--- src/rgb_to_hsv_convert_assert.svh ---
// Assertion macros used by the colour conversion RTL.
`ifndef RGB_TO_HSV_CONVERT_ASSERT_SVH
`define RGB_TO_HSV_CONVERT_ASSERT_SVH

`ifndef ASSERT_OFF
`define ASSERT_IMPLY(label, clk, rst, pre, post) \
   label: assert property (@(posedge clk) disable iff (rst) (pre) |-> (post)) \
      else $error("implication check failed");
`define ASSERT_NEXT(label, clk, rst, pre, post) \
   label: assert property (@(posedge clk) disable iff (rst) (pre) |=> (post)) \
      else $error("next-cycle check failed");
`else
`define ASSERT_IMPLY(label, clk, rst, pre, post)
`define ASSERT_NEXT(label, clk, rst, pre, post)
`endif

`endif

--- src/rth_pkg.sv ---
`timescale 1ns / 1ps

package rth_pkg;

   localparam int CHANNEL_BITS  = 8;
   localparam int HUE_FRAC_BITS = 4;

   localparam int CHAN_FULL     = (1 << CHANNEL_BITS) - 1;
   localparam int SECTOR_UNIT   = 60 << HUE_FRAC_BITS;
   localparam int UNIT_BITS     = $clog2(SECTOR_UNIT + 1);
   localparam int HUE_BITS      = $clog2(6 * SECTOR_UNIT);

   localparam int HUE_NUM_BITS  = CHANNEL_BITS + UNIT_BITS;
   localparam int HUE_Q_BITS    = UNIT_BITS;
   localparam int SAT_NUM_BITS  = 2 * CHANNEL_BITS;
   localparam int SAT_Q_BITS    = CHANNEL_BITS;
   localparam int DIV_STEPS     = (HUE_Q_BITS > SAT_Q_BITS) ? HUE_Q_BITS : SAT_Q_BITS;

   localparam int REQ_DATA_BITS = ((3 * CHANNEL_BITS + 7) / 8) * 8;
   localparam int RSP_DATA_BITS = ((HUE_BITS + 2 * CHANNEL_BITS + 7) / 8) * 8;

   typedef logic [CHANNEL_BITS-1:0] chan_type;
   typedef logic [HUE_BITS-1:0]     hue_type;

   localparam hue_type HUE_OFS_GREEN = hue_type'(2 * SECTOR_UNIT);
   localparam hue_type HUE_OFS_BLUE  = hue_type'(4 * SECTOR_UNIT);
   localparam hue_type HUE_OFS_WRAP  = hue_type'(6 * SECTOR_UNIT);

   typedef enum logic [1:0] {
      SECT_RED,
      SECT_GREEN,
      SECT_BLUE
   } sector_type;

   typedef struct packed {
      chan_type   diff;
      chan_type   delta;
      chan_type   value;
      sector_type sector;
      logic       neg;
   } front_type;

   typedef struct packed {
      logic [HUE_NUM_BITS-1:0] hue_rem;
      logic [HUE_Q_BITS-1:0]   hue_quo;
      logic [SAT_NUM_BITS-1:0] sat_rem;
      logic [SAT_Q_BITS-1:0]   sat_quo;
      chan_type                delta;
      chan_type                value;
      sector_type              sector;
      logic                    neg;
   } div_type;

endpackage

--- src/rgb_to_hsv_convert.sv ---
// From an accepted request to its result on the rsp side a pixel passes through
// the front stage, scaling stage, ten divider stages and output register.
// Throughput: one pixel per cycle unless rsp_tready stalls; the two restoring
// dividers retire up to one bit per stage, so a new pixel may enter every clock.
// Reset clears the stage valid bits only; no result is pending after reset.
`timescale 1ns / 1ps
`include "rgb_to_hsv_convert_assert.svh"

module rgb_to_hsv_convert (
   input  logic                               clock,
   input  logic                               reset,
   input  logic                               req_tvalid,
   output logic                               req_tready,
   // red [7:0], green [15:8], blue [23:16]
   input  logic [rth_pkg::REQ_DATA_BITS-1:0] req_tdata,
   output logic                               rsp_tvalid,
   input  logic                               rsp_tready,
   // hue [12:0], saturation [20:13], brightness [28:21], zero padding above
   output logic [rth_pkg::RSP_DATA_BITS-1:0] rsp_tdata,
   // achromatic [0]
   output logic                               rsp_tuser
);
   import rth_pkg::*;

   localparam int STAGES = DIV_STEPS + 3;
   localparam int LAST   = STAGES - 1;

   logic [STAGES-1:0] vld_ff, vld_in, adv;

   front_type front_ff, front_in;
   div_type   div_ff [DIV_STEPS+1];
   div_type   div_in [DIV_STEPS+1];

   hue_type  hue_ff, hue_in;
   chan_type sat_ff, sat_in;
   chan_type val_ff, val_in;
   logic     achro_ff, achro_in;

   chan_type red, green, blue, max_c, min_c, op_a, op_b;

   // A stage moves on when it is empty or when the stage after it moves on,
   // so bubbles are squeezed out while the output is stalled.
   always_comb begin
      adv[LAST] = !vld_ff[LAST] || rsp_tready;
      for (int i = LAST - 1; i >= 0; i--) begin
         adv[i] = !vld_ff[i] || adv[i+1];
      end
      vld_in[0] = adv[0] ? req_tvalid : vld_ff[0];
      for (int i = 1; i < STAGES; i++) begin
         vld_in[i] = adv[i] ? vld_ff[i-1] : vld_ff[i];
      end
   end

   assign req_tready = adv[0];

   // Front stage: maximum, minimum, sector and signed channel difference.
   always_comb begin
      red   = req_tdata[0 +: CHANNEL_BITS];
      green = req_tdata[CHANNEL_BITS +: CHANNEL_BITS];
      blue  = req_tdata[2*CHANNEL_BITS +: CHANNEL_BITS];

      max_c = (red >= green) ? red : green;
      if (blue > max_c) begin
         max_c = blue;
      end
      min_c = (red <= green) ? red : green;
      if (blue < min_c) begin
         min_c = blue;
      end

      priority if (red >= green && red >= blue) begin
         front_in.sector = SECT_RED;
         op_a            = green;
         op_b            = blue;
      end else if (green >= blue) begin
         front_in.sector = SECT_GREEN;
         op_a            = blue;
         op_b            = red;
      end else begin
         front_in.sector = SECT_BLUE;
         op_a            = red;
         op_b            = green;
      end

      front_in.neg   = op_a < op_b;
      front_in.diff  = front_in.neg ? (op_b - op_a) : (op_a - op_b);
      front_in.delta = max_c - min_c;
      front_in.value = max_c;
   end

   // Scaling stage and the divider steps. Each step tries the divisor shifted to
   // the current quotient bit and keeps the subtraction when it fits.
   always_comb begin
      logic [HUE_NUM_BITS-1:0] hue_trial;
      logic [SAT_NUM_BITS-1:0] sat_trial;

      div_in[0].hue_rem = HUE_NUM_BITS'(SECTOR_UNIT * front_ff.diff);
      div_in[0].hue_quo = '0;
      div_in[0].sat_rem = SAT_NUM_BITS'(CHAN_FULL * front_ff.delta);
      div_in[0].sat_quo = '0;
      div_in[0].delta   = front_ff.delta;
      div_in[0].value   = front_ff.value;
      div_in[0].sector  = front_ff.sector;
      div_in[0].neg     = front_ff.neg;

      for (int k = 0; k < DIV_STEPS; k++) begin
         div_in[k+1] = div_ff[k];
         hue_trial   = HUE_NUM_BITS'(div_ff[k].delta) << (HUE_Q_BITS - 1 - k);
         sat_trial   = SAT_NUM_BITS'(div_ff[k].value) << (SAT_Q_BITS - 1 - k);
         if (k < HUE_Q_BITS) begin
            if (div_ff[k].hue_rem >= hue_trial) begin
               div_in[k+1].hue_rem = div_ff[k].hue_rem - hue_trial;
               div_in[k+1].hue_quo = {div_ff[k].hue_quo[HUE_Q_BITS-2:0], 1'b1};
            end else begin
               div_in[k+1].hue_quo = {div_ff[k].hue_quo[HUE_Q_BITS-2:0], 1'b0};
            end
         end
         if (k < SAT_Q_BITS) begin
            if (div_ff[k].sat_rem >= sat_trial) begin
               div_in[k+1].sat_rem = div_ff[k].sat_rem - sat_trial;
               div_in[k+1].sat_quo = {div_ff[k].sat_quo[SAT_Q_BITS-2:0], 1'b1};
            end else begin
               div_in[k+1].sat_quo = {div_ff[k].sat_quo[SAT_Q_BITS-2:0], 1'b0};
            end
         end
      end
   end

   // Output stage: place the sector quotient around the sector offset, flag grey pixels.
   always_comb begin
      hue_type mag;

      mag = hue_type'(div_ff[DIV_STEPS].hue_quo);
      unique case (div_ff[DIV_STEPS].sector)
         SECT_RED: begin
            hue_in = div_ff[DIV_STEPS].neg ? (HUE_OFS_WRAP - mag) : mag;
         end
         SECT_GREEN: begin
            hue_in = div_ff[DIV_STEPS].neg ? (HUE_OFS_GREEN - mag) : (HUE_OFS_GREEN + mag);
         end
         SECT_BLUE: begin
            hue_in = div_ff[DIV_STEPS].neg ? (HUE_OFS_BLUE - mag) : (HUE_OFS_BLUE + mag);
         end
         default: begin
            hue_in = '0;
         end
      endcase

      // Equal channels divide by zero; the quotient is discarded here.
      achro_in = div_ff[DIV_STEPS].delta == '0;
      if (achro_in) begin
         hue_in = '0;
      end
      sat_in = (div_ff[DIV_STEPS].value == '0) ? '0 : div_ff[DIV_STEPS].sat_quo;
      val_in = div_ff[DIV_STEPS].value;
   end

   always_ff @(posedge clock) begin
      if (reset) begin
         vld_ff <= '0;
      end else begin
         vld_ff <= vld_in;
      end
   end

   always_ff @(posedge clock) begin
      if (adv[0]) begin
         front_ff <= front_in;
      end
      for (int k = 0; k <= DIV_STEPS; k++) begin
         if (adv[k+1]) begin
            div_ff[k] <= div_in[k];
         end
      end
      if (adv[LAST]) begin
         hue_ff   <= hue_in;
         sat_ff   <= sat_in;
         val_ff   <= val_in;
         achro_ff <= achro_in;
      end
   end

   assign rsp_tvalid = vld_ff[LAST];
   assign rsp_tdata  = RSP_DATA_BITS'({val_ff, sat_ff, hue_ff});
   assign rsp_tuser  = achro_ff;

   `ASSERT_IMPLY(a_achromatic_clears, clock, reset, rsp_tvalid && rsp_tuser, hue_ff == '0 && sat_ff == '0)
   `ASSERT_IMPLY(a_hue_in_range, clock, reset, rsp_tvalid, hue_ff < HUE_OFS_WRAP)
   `ASSERT_IMPLY(a_black_is_grey, clock, reset, rsp_tvalid && val_ff == '0, achro_ff && sat_ff == '0)
   `ASSERT_IMPLY(a_block_only_full, clock, reset, !req_tready, rsp_tvalid && !rsp_tready)
   `ASSERT_NEXT(a_front_holds, clock, reset, vld_ff[0] && !adv[0], vld_ff[0])

endmodule
--- config.mk ---
export PLATFORM = sky130hd
export DESIGN_NAME = rgb_to_hsv_convert
export DESIGN_NICKNAME = d
export VERILOG_FILES = /design/src/rth_pkg.sv /design/src/rgb_to_hsv_convert.sv
export VERILOG_INCLUDE_DIRS = /design/src /design/src/src
export SDC_FILE = /design/constraint.sdc
export NUM_CORES = 1
export LEC_CHECK = 0
export BUFFER_PORTS_ARGS = -buffer_cell sky130_fd_sc_hd__buf_2
export CORE_UTILIZATION = 55
export CTS_BUF_LIST = sky130_fd_sc_hd__clkbuf_16
export CTS_CLUSTER_SIZE = 12
export DETAILED_ROUTE_END_ITERATION = 8
export MAX_ROUTING_LAYER = met4
export PLACE_DENSITY = 0.67
export REMOVE_ABC_BUFFERS = 1
export SYNTH_ARGS = -nofsm -noshare
export SYNTH_HDL_FRONTEND = slang
export SYNTH_SLANG_ARGS = --single-unit
--- constraint.sdc ---
create_clock -name clock -period 7.8 [get_ports clock]
set_input_delay 1.56 -clock clock [delete_from_list [all_inputs] [get_ports clock]]
set_output_delay 1.56 -clock clock [all_outputs]
set_load 0.01 [all_outputs]
==> summary.txt, run 1 <==
Drt
  • DRC violations left: 0
  • Final wirelength: 58,900 um
  • Highest routed layer: met4
  • DR vias: 20.0k
  • DRT met1 WL: 24,600 um
  • WL/cell: 16.2 um
  • Routed Antenna Nets: 0
  • Starting DRT DRC Count: 960
  • Vias per cell: 5.51
  • Pre-antenna DRT Iters: 7
  • Met2 WL: 30,300 um
  • DR WL met3: 2110 um

Global routing
  • GR Overflow Total: 0
  • Antenna violations before repair: 0
  • GRT Total Usage: 19.6%
  • Vias in the first global route: 20.0k
  • Largest net degree at the start of global routing: 64
  • First-pass GRT wire length: 96,400 um

Clock tree
  • CTS buffer count: 68
  • CTS Root Cell: clkbuf_16
  • Post-CTS Hold Fix Bufs: 0
  • CTS clk-pin slew, worst paths: 0.06 ns
  • CTS tree: built
  • Setup Buffers After CTS: 0
  • H-tree Lvls: 3
  • Post-cts gate resize count: 0
  • TritonCTS Sinks: 641
  • CTS Buffer Depth: 3
  • Clock Latency Late Sink: 0.60 ns

Critical path
  • Startpoint types: input port
  • Worst setup EP type: flop
  • Worst Path Max Fanout: 9
  • Worst setup path start: req_tdata[13]
  • Type of the worst setup path: in -> reg
  • RR Startpoint: div_in[726]
  • WP data arrival: 7.32 ns
  • Required time of the critical path: 8.26 ns

Final layout
  • Commonest non-fill, non-tap cell in the layout: edfxtp_1
  • Final net count: 3,154
  • Fillcell total: 4,526
  • N_diodes: 0
  • Layout cells sized above 1: 9.16%
  • Layout area overhead: 9.84%
  • Most frequent cells in the layout: 628 x edfxtp_1, 326 x inv_1, 267 x ha_1, 179 x nor2_1, 142 x o21ai_0
  • Final Util: 61.3%

Timing
  • Post-layout min period: 6.87 ns
  • Least-Margin Pin Slew: 1.14 ns
  • Slew margin rel.: 23.6%
  • # setup viols final: 0
  • F_max: 146 MHz
  • Final Max Slew Viols: 0
  • TNS Setup: 0 ns
  • Final worst-path cycle share: 88.0%
  • Final hold vios: 0
  • RSZ-0062 raised after global routing: false
  • Final Skew: 0.0231 ns

Place
  • Buffers on Ports: 59
  • DPL Wire Length: 44,800 um
  • RD Place Congestion: 0.870

Floorplanning
  • Initial core utilization: 55.8%
  • Row cnt: 90
  • Die area: 62,400 sq um
  • Core area: 60,500 sq um
  • Chip height: 250 um
  • Die Wd: 250 um
  • Io pins: 63

Synth
  • Mapped cell area: 33,800 sq um
  • Ys Warns: 0
  • Gate Count Post-Synth: 2,689
  • EDFF count, synth: 628
  • Prevailing post-synth register cell: edfxtp_1
  • Asr flop ratio synth: 0%
  • Sequential-to-total area share from yosys stat: 56.6%
  • Distinct cells, synth: 79
  • Avg Inst Size Synth: 12.6 sq um
  • FF+latch count, synth: 641

Status
  • Outcome: finished, final reports clean

Job
  • Max-cap viol count: 0

Hold path
  • Hold Crit Start: div_ff[4][1]
  • Type of the worst min-delay path: reg -> reg
[routing by layer]
metal  vias up  GRT usage (%)
met5         -              -
met4         0           7.72
met3       120           2.83
met2       363           35.2
met1      9530           22.0
li1      10011              -
[area by class of cell]
class                   count  area (sq um)  share of cell area (%)
multi-input cells        1712         13400                    36.1
flip-flops and latches    641         19100                    51.6
well taps                 782           978                    2.64
clock inverters            45           239                   0.644
inverters                 302          1130                    3.06
clock buffers              71          1780                    4.79
repair buffers             78           450                    1.21
[metrics by stage]
stage | setup WS, ns | std cells | area [sq um] | hold WS, ns
final | 0.933 | 3631 | 37100 | 0.407
after global routing | 0.583 | 3631 | 37100 | 0.411
after CTS | 0.992 | 3631 | 37100 | 0.406
after detailed placement | 0.394 | 3515 | 35100 | 0.405
after global placement | 0.507 | 3515 | 35100 | 0.401
after floorplan | 0.828 | 2655 | 33600 | 0.400
[state kept, by name (all words and copies together) (netlist names)]
signal and flops:
front_ff 8, hue_ff 13, div_ff 571, val_ff 8
div_in 19, rsp_tuser 1, vld_ff 13, sat_ff 8
[worst max-delay path, stage by stage]
cell and delay (ns):
buf_2 0.14, inv_1 0.07, ha_1 0.30, a211o_1 0.30, a21oi_2 0.26, nor2_1 0.11, or2_2 0.42, mux2i_1 0.26
ha_1 0.29, a21o_1 0.19, a21o_1 0.17, a21oi_1 0.18, o21a_1 0.15, o31a_1 0.38, mux2i_1 0.36, inv_1 0.08
ha_1 0.27, nor2b_1 0.17, o2111ai_1 0.15, and4_1 0.24, nor2_1 0.28, nand2_1 0.13, or4b_2 0.61, and4_1 0.17
nand3_1 0.07
[synth_stat cells (8+ instances only)]
library cell  instances  share of area [%]
edfxtp_1            628                 56
inv_1               302                3.4
ha_1                267                9.9
nor2_1              179                2.0
o21ai_0             142                2.1
nand2_1             136                1.5
a21oi_1             127                1.9
xnor2_1              86                2.2
xor2_1               72                1.9
mux2_2               66                2.2
fa_1                 56                3.3
mux2i_1              53                1.6
nor2b_1              46               0.85
a21o_1               44               0.98
nor3_1               42               0.62
nand2b_1             38               0.70
nor4_1               32               0.59
o21a_1               32               0.71
o31ai_1              28               0.62
nand4_1              27               0.50
a21boi_0             26               0.58
clkbuf_1             26               0.29
nand3_1              18               0.27
and2_1               17               0.31
a211oi_1             14               0.31
or4_1                14               0.31
dfxtp_1              13               0.77
or3_1                11               0.20
a31oi_1              10               0.19
or2_2                 9               0.17
and3_1                8               0.15
nand4b_1              8               0.21
[cells by family (layout without fill, tap and decap cells)]
group	Yosys count	after routing	synth area share (%)
flops	641	641	56.6
buf+inv	338	496	3.82
simple gates	621	621	9.39
fa+ha+maj	323	323	13.2
xor+xnor	158	158	4.10
compound gates	487	487	9.04
other cells	1	3	0.0111
mux	120	120	3.81
[final timing paths]
path,endpoint,slack [ns],cells after the start
min,div_ff[5][1],0.41,0
max reg2reg,div_ff[0][42],3.13,12
min reg2reg,div_ff[5][1],0.41,0
max,div_in[728],0.93,25
Power of run 1 is left out: the tool's default activity adds up to more than one toggle a clock period on the data nets, which glitch-free logic cannot reach.
==> run 2: changes to the inputs <==
--- a/config.mk
+++ b/config.mk
@@ -6,6 +6,7 @@
 export SDC_FILE = /design/constraint.sdc
 export NUM_CORES = 1
 export LEC_CHECK = 0
+export ABC_AREA = 1
 export BUFFER_PORTS_ARGS = -buffer_cell sky130_fd_sc_hd__buf_2
 export CORE_UTILIZATION = 55
 export CTS_BUF_LIST = sky130_fd_sc_hd__clkbuf_16
==> run 2 against run 1 <==
Clock skew grew 0.0022 ns. Critical path type is now in -> out. Fmax grew 12%. Register-to-register slack lost 0.18 ns. Worst hold slack lost 0.0045 ns. First-iteration DRC count grew 9.9%. Die area shrank 0.20%. Synthesized area shrank 0.20%.
==> summary.txt, run 2 <==
Status
  • Outcome: finished, final reports clean

Synth
  • Prevailing post-synth register cell: edfxtp_1
  • Mapped cell area: 33,700 sq um
  • Synth top cells by count: 628 x edfxtp_1, 448 x inv_1, 433 x nand2_1, 267 x ha_1, 212 x nor2_1
  • Main area contributors after synthesis: edfxtp_1 56%, ha_1 9.9%, inv_1 5.0%
  • Asr flop ratio synth: 0%
  • Synth area leader: edfxtp_1
  • Top cell type's share of synthesized area: 56.0%
  • EDFF count, synth: 628
  • Distinct cells, synth: 64
  • Ys Warns: 0
  • Sequential-to-total area share from yosys stat: 56.7%
  • Avg Inst Size Synth: 11.2 sq um
  • FF+latch count, synth: 641
  • Most frequent cell after synthesis: edfxtp_1
  • Gate Count Post-Synth: 3,014

Drt
  • DR vias: 20.5k
  • Starting DRT DRC Count: 1,055
  • WL/cell: 14.7 um
  • DRC violations left: 0
  • Highest routed layer: met4
  • DR WL met3: 2100 um
  • Routed Antenna Nets: 0
  • Vias per cell: 5.18
  • Final wirelength: 58,200 um
  • Pre-antenna DRT Iters: 5
  • DRT met1 WL: 23,500 um
  • Met2 WL: 30,800 um

Place
  • RD Place Congestion: 0.889
  • Pre-CTS WS: 1.53 ns
  • Buffers on Ports: 59
  • DPL Wire Length: 45,200 um

Floorplanning
  • Die area: 62,300 sq um
  • Core area: 60,500 sq um
  • Io pins: 63
  • Initial core utilization: 55.7%
  • Row cnt: 90
  • Die Wd: 250 um
  • Chip height: 250 um

Global routing
  • GR Overflow Total: 0
  • Vias in the first global route: 20.9k
  • Antenna violations before repair: 6
  • First-pass GRT wire length: 97,800 um
  • GRT Total Usage: 19.9%
  • Largest net degree at the start of global routing: 65

Critical path
  • Cell mode on critical path: nor2_4
  • Worst Path Max Fanout: 59
  • R2R Setup Slk: 2.95 ns
  • FF-to-FF End: div_ff[0][41]
  • WP data arrival: 4.55 ns
  • RR Startpoint: div_in[728]
  • Critical Path, Cell by Cell: buf_2 -> nor2_2 -> inv_2 -> nor2_4 -> nand2_4 -> nor2_4 -> nand2_4 -> nor2_4 -> nand2_4 -> nor2_4 -> nand2_4 -> nor2_4 -> nand2_4 -> nor2_4 -> nand2_2 -> buf_2
  • R2R depth: 15
  • Worst setup EP type: output pin
  • Required time of the critical path: 6.24 ns
  • CP max stage delay: 0.45 ns
  • Startpoint types: input port
  • Type of the worst setup path: in -> out
  • Slowest stage cell, crit path: nand2_2

Clock tree
  • CTS Root Cell: clkbuf_16
  • CTS buffer count: 70
  • CTS tree: built
  • H-tree Lvls: 3
  • Post-cts gate resize count: 0
  • TritonCTS Sinks: 641
  • CTS clk-pin slew, worst paths: 0.06 ns
  • CTS Buffer Depth: 3
  • Setup Buffers After CTS: 0
  • Post-CTS Hold Fix Bufs: 0
  • Clock Latency Late Sink: 0.60 ns

Final layout
  • Largest register FFs: 571
  • Layout area overhead: 9.80%
  • Top reg by flops: div_ff
  • Storage cell area: 19,100 sq um
  • Multi-input logic area: 12,700 sq um
  • Layout cells sized above 1: 7.16%
  • Most frequent cells in the layout: 628 x edfxtp_1, 470 x inv_1, 433 x nand2_1, 267 x ha_1, 212 x nor2_1
  • Final net count: 3,468
  • Commonest non-fill, non-tap cell in the layout: edfxtp_1
  • Fillcell total: 4,771

Timing
  • F_max: 164 MHz
  • # setup viols final: 0
  • TNS Setup: 0 ns
  • Final hold vios: 0
  • Final worst-path cycle share: 78.3%
  • Post-layout min period: 6.11 ns
  • Final Max Slew Viols: 0
  • Slew margin rel.: 29.6%
  • Final worst slack: 1.69 ns
  • Least-Margin Pin Slew: 1.06 ns
  • RSZ-0062 raised after global routing: false
  • Final Skew: 0.0252 ns

Hold path
  • WHS Endpoint: div_ff[7][47]
  • Hold path depth: 0
  • Type of the worst min-delay path: reg -> reg
  • Hold Crit Start: div_ff[6][46]

Job
  • Max-cap viol count: 0
==> run 2: changes by cell type in the layout (fill, tap and decap cells not counted), moves of 25 or more <==
cell / previous run / this run
mux2i_1: 53 / 2
o21ai_0: 142 / 170
a21o_1: 44 / 12
nor2_1: 179 / 212
xor2_1: 72 / 105
nand3_1: 17 / 68
nand2b_1: 38 / 0
nand2_1: 132 / 433
o21ai_1: 1 / 44
inv_1: 326 / 470
mux2_2: 66 / 1
o31ai_1: 28 / 3
nor2b_1: 46 / 0
a21oi_1: 127 / 200
==> run 2: layout make-up <==
cell class / instances / share of cell area, %
well taps: 782 / 2.64
multi-input cells: 1874 / 34.2
repair buffers: 67 / 0.960
clock buffers: 75 / 5.07
flip-flops and latches: 641 / 51.7
diodes: 6 / 0.0406
inverters: 463 / 4.70
clock inverters: 50 / 0.707
==> run 2: logic make-up (layout without fill, tap and decap cells) <==
kind of cell	after synthesis	after routing	share of synthesized area, %
AOI/OAI and AO/OA	519	519	8.64
xor gates and xnor gates	175	175	4.55
adders and majority gates	323	323	13.2
buffers and inverters	501	655	5.73
DFF	641	641	56.7
muxes	3	3	0.0928
other	1	9	0.0111
and+or+nand+nor	851	851	11.0
==> run 2: through the flow <==
stage	std cells	utilization, %	instance area (sq um)	hold WS [ns]
detailed placement	3827	57.6	34800	0.405
global route	3958	61.2	37000	0.412
floorplan	2978	-	33500	0.400
CTS	3952	61.2	37000	0.405
global placement	3827	57.6	34800	0.400
finish	3958	61.2	37000	0.403
==> run 2: worst max path at each step <==
| stage | slack, ns | to | depth (start not counted) | from |
|---|---|---|---|---|
| after floorplan | 1.07 | req_tready | 14 | rsp_tready |
| after global placement | 1.67 | div_in[728] | 31 | req_tdata[15] |
| after detailed placement | 1.53 | div_in[728] | 31 | req_tdata[15] |
| after CTS | 1.60 | req_tready | 16 | rsp_tready |
| after global routing | 1.36 | req_tready | 16 | rsp_tready |
| final | 1.69 | req_tready | 16 | rsp_tready |
==> run 2: metal layers <==
layer,global-route usage [%],vias up
met3,3.29,118
met5,-,-
li1,-,10587
met4,7.88,0
met2,36.5,327
met1,21.1,9485
==> run 2: critical path, delay by kind of cell <==
family / cells / cell delay, ns
buffers and inverters: 3 / 0.68
AND/OR/NAND/NOR: 13 / 2.25
Power of run 2 is left out for the same reason.
==> run 3: changes to the inputs <==
--- a/config.mk
+++ b/config.mk
@@ -13,7 +13,7 @@
 export CTS_CLUSTER_SIZE = 12
 export DETAILED_ROUTE_END_ITERATION = 8
 export MAX_ROUTING_LAYER = met4
-export PLACE_DENSITY = 0.67
+export PLACE_DENSITY = 0.7
 export REMOVE_ABC_BUFFERS = 1
 export SYNTH_ARGS = -nofsm -noshare
 export SYNTH_HDL_FRONTEND = slang
==> constraint.sdc (replaced) <==
create_clock -name clock -period 5.1 [get_ports clock]
set_input_delay 1.02 -clock clock [delete_from_list [all_inputs] [get_ports clock]]
set_output_delay 1.02 -clock clock [all_outputs]
set_load 0.01 [all_outputs]
==> run 3 against run 2 <==
Clock skew grew 0.0026 ns. First-iteration DRC count shrank 23%. Final cell count grew 1.8%. Register-to-register slack lost 2.6 ns. Critical path depth shrank 1. Non-clock buffer count grew 90. Worst hold slack lost 0.00078 ns. Utilization grew 0.73 points. Final area grew 1.2%. Via count grew 2.8%. Flip-flop and latch count is the same. Sequential share of layout area shrank 0.61 points. Highest routed layer unchanged.
==> summary.txt, run 3 (same netlist as run 2, synthesis figures left out) <==
Critical path
  • Required time of the critical path: 5.42 ns
  • Worst setup EP type: flop
  • R2R depth: 15
  • RR Startpoint: div_in[723]
  • R2R Setup Slk: 0.39 ns
  • WP data arrival: 5.03 ns
  • FF-to-FF End: div_ff[0][41]
  • Worst setup path start: div_in[723]
  • Worst Path Max Fanout: 4
  • Startpoint types: flop
  • Critical Path Sink: div_ff[0][41]
  • Type of the worst setup path: reg -> reg

Timing
  • Least-Margin Pin Slew: 1.05 ns
  • Slew margin rel.: 29.6%
  • Final hold vios: 0
  • Post-layout min period: 4.71 ns
  • TNS Setup: 0 ns
  • Final Skew: 0.0278 ns
  • Final Max Slew Viols: 0
  • Final worst-path cycle share: 92.3%
  • RSZ-0062 raised after global routing: false
  • F_max: 212 MHz
  • # setup viols final: 0
  • Final worst slack: 0.393 ns

Place
  • Buffers on Ports: 59
  • RD Place Congestion: 0.875
  • DPL Wire Length: 47,300 um
  • Pre-CTS WS: -0.294 ns
  • Dpl cells: 3,917

Drt
  • Routed Antenna Nets: 0
  • Pre-antenna DRT Iters: 7
  • WL/cell: 15.1 um
  • DRC violations left: 0
  • Starting DRT DRC Count: 808
  • Vias per cell: 5.24
  • Final wirelength: 60,700 um
  • DR vias: 21.1k

Clock tree
  • Clock Latency Late Sink: 0.59 ns
  • CTS tree: built
  • CTS Root Cell: clkbuf_16
  • CTS buffer count: 68
  • CTS Buffer Depth: 3
  • H-tree Lvls: 3
  • CTS clk-pin slew, worst paths: 0.06 ns
  • TritonCTS Sinks: 641

Floorplanning
  • Die area: 62,300 sq um
  • Io pins: 63
  • Die Wd: 250 um
  • Chip height: 250 um
  • Row cnt: 90
  • Core area: 60,500 sq um
  • Initial core utilization: 55.7%

Global routing
  • GRT Total Usage: 20.5%
  • Antenna violations before repair: 0
  • Vias in the first global route: 21.7k
  • GR Overflow Total: 0
  • Largest net degree at the start of global routing: 65
  • First-pass GRT wire length: 101,000 um

Hold path
  • Type of the worst min-delay path: reg -> reg
  • Hold path depth: 0

Final layout
  • Final net count: 3,556
  • Layout Cells excl Fill: 4,028
  • N_diodes: 0
  • Layout cells sized above 1: 9.64%
  • Fillcell total: 4,630
  • Final Util: 61.9%
  • Most frequent cells in the layout: 628 x edfxtp_1, 466 x inv_1, 432 x nand2_1, 267 x ha_1, 211 x nor2_1
  • Commonest non-fill, non-tap cell in the layout: edfxtp_1
  • Layout area overhead: 11.1%
  • Top reg by flops: div_ff
  • Largest register FFs: 571

Job
  • Max-cap viol count: 0

Status
  • Outcome: finished, final reports clean
-- run 3: changes by cell type in the layout (fill, tap and decap cells not counted), sizes merged --
cell / change
bufinv: -1
clkinvlp: -2
diode: -6
inv: -2
buf: +90
clkinv: -3
clkbuf: -6
-- run 3: area by class of cell --
type	instances	area [sq um]	area share, %
clock inverters	42	174	0.465
multi-input cells	1874	12700	33.8
well taps	782	978	2.61
repair buffers	157	1030	2.75
inverters	463	1740	4.64
flip-flops and latches	641	19100	51.1
clock buffers	69	1730	4.61
-- run 3: what timing repair did --
action	4_1_cts	5_1_grt
buffers inserted	0	0
hold buffers	0	0
setup endpoints to repair	0	2
resized for setup	0	7
-- run 3: worst max-delay path: stages, from the launching register on --
cell and delay, ns:
edfxtp_1 0.49, fa_1 0.69, inv_1 0.12, fa_1 0.50, inv_1 0.05, fa_1 0.56, fa_1 0.42, ha_1 0.36
a21oi_1 0.14, inv_1 0.05, a31oi_1 0.22, o21ai_0 0.18, a21boi_0 0.30, o21ai_0 0.13, a21oi_1 0.17, xnor2_1 0.08
-- run 3: worst min path at each step --
stage,end,slack (ns),startpoint
3_3_place_gp,div_ff[0][4],0.40,div_in[714]
6_report,div_ff[7][24],0.40,div_ff[6][23]
3_5_place_dp,div_ff[0][1],0.40,div_in[711]
5_1_grt,div_ff[3][45],0.42,div_ff[2][44]
2_1_floorplan,div_ff[0][0],0.40,div_in[710]
4_1_cts,div_ff[7][24],0.40,div_ff[6][23]
-- run 3: metrics by stage --
| step | cell area [sq um] | hold slack, ns |
|---|---|---|
| floorplan | 33500 | 0.400 |
| global placement | 35500 | 0.401 |
| detailed placement | 35500 | 0.405 |
| CTS | 37400 | 0.398 |
| global route | 37400 | 0.416 |
| finish | 37400 | 0.402 |
-- run 3: per-layer routing --
layer	GRT usage, %	share of wire, %
met1	20.7	38
met2	39.1	55
met3	2.73	3.1
met4	8.87	3.8
met5	-	0
Power of run 3 is left out for the same reason.
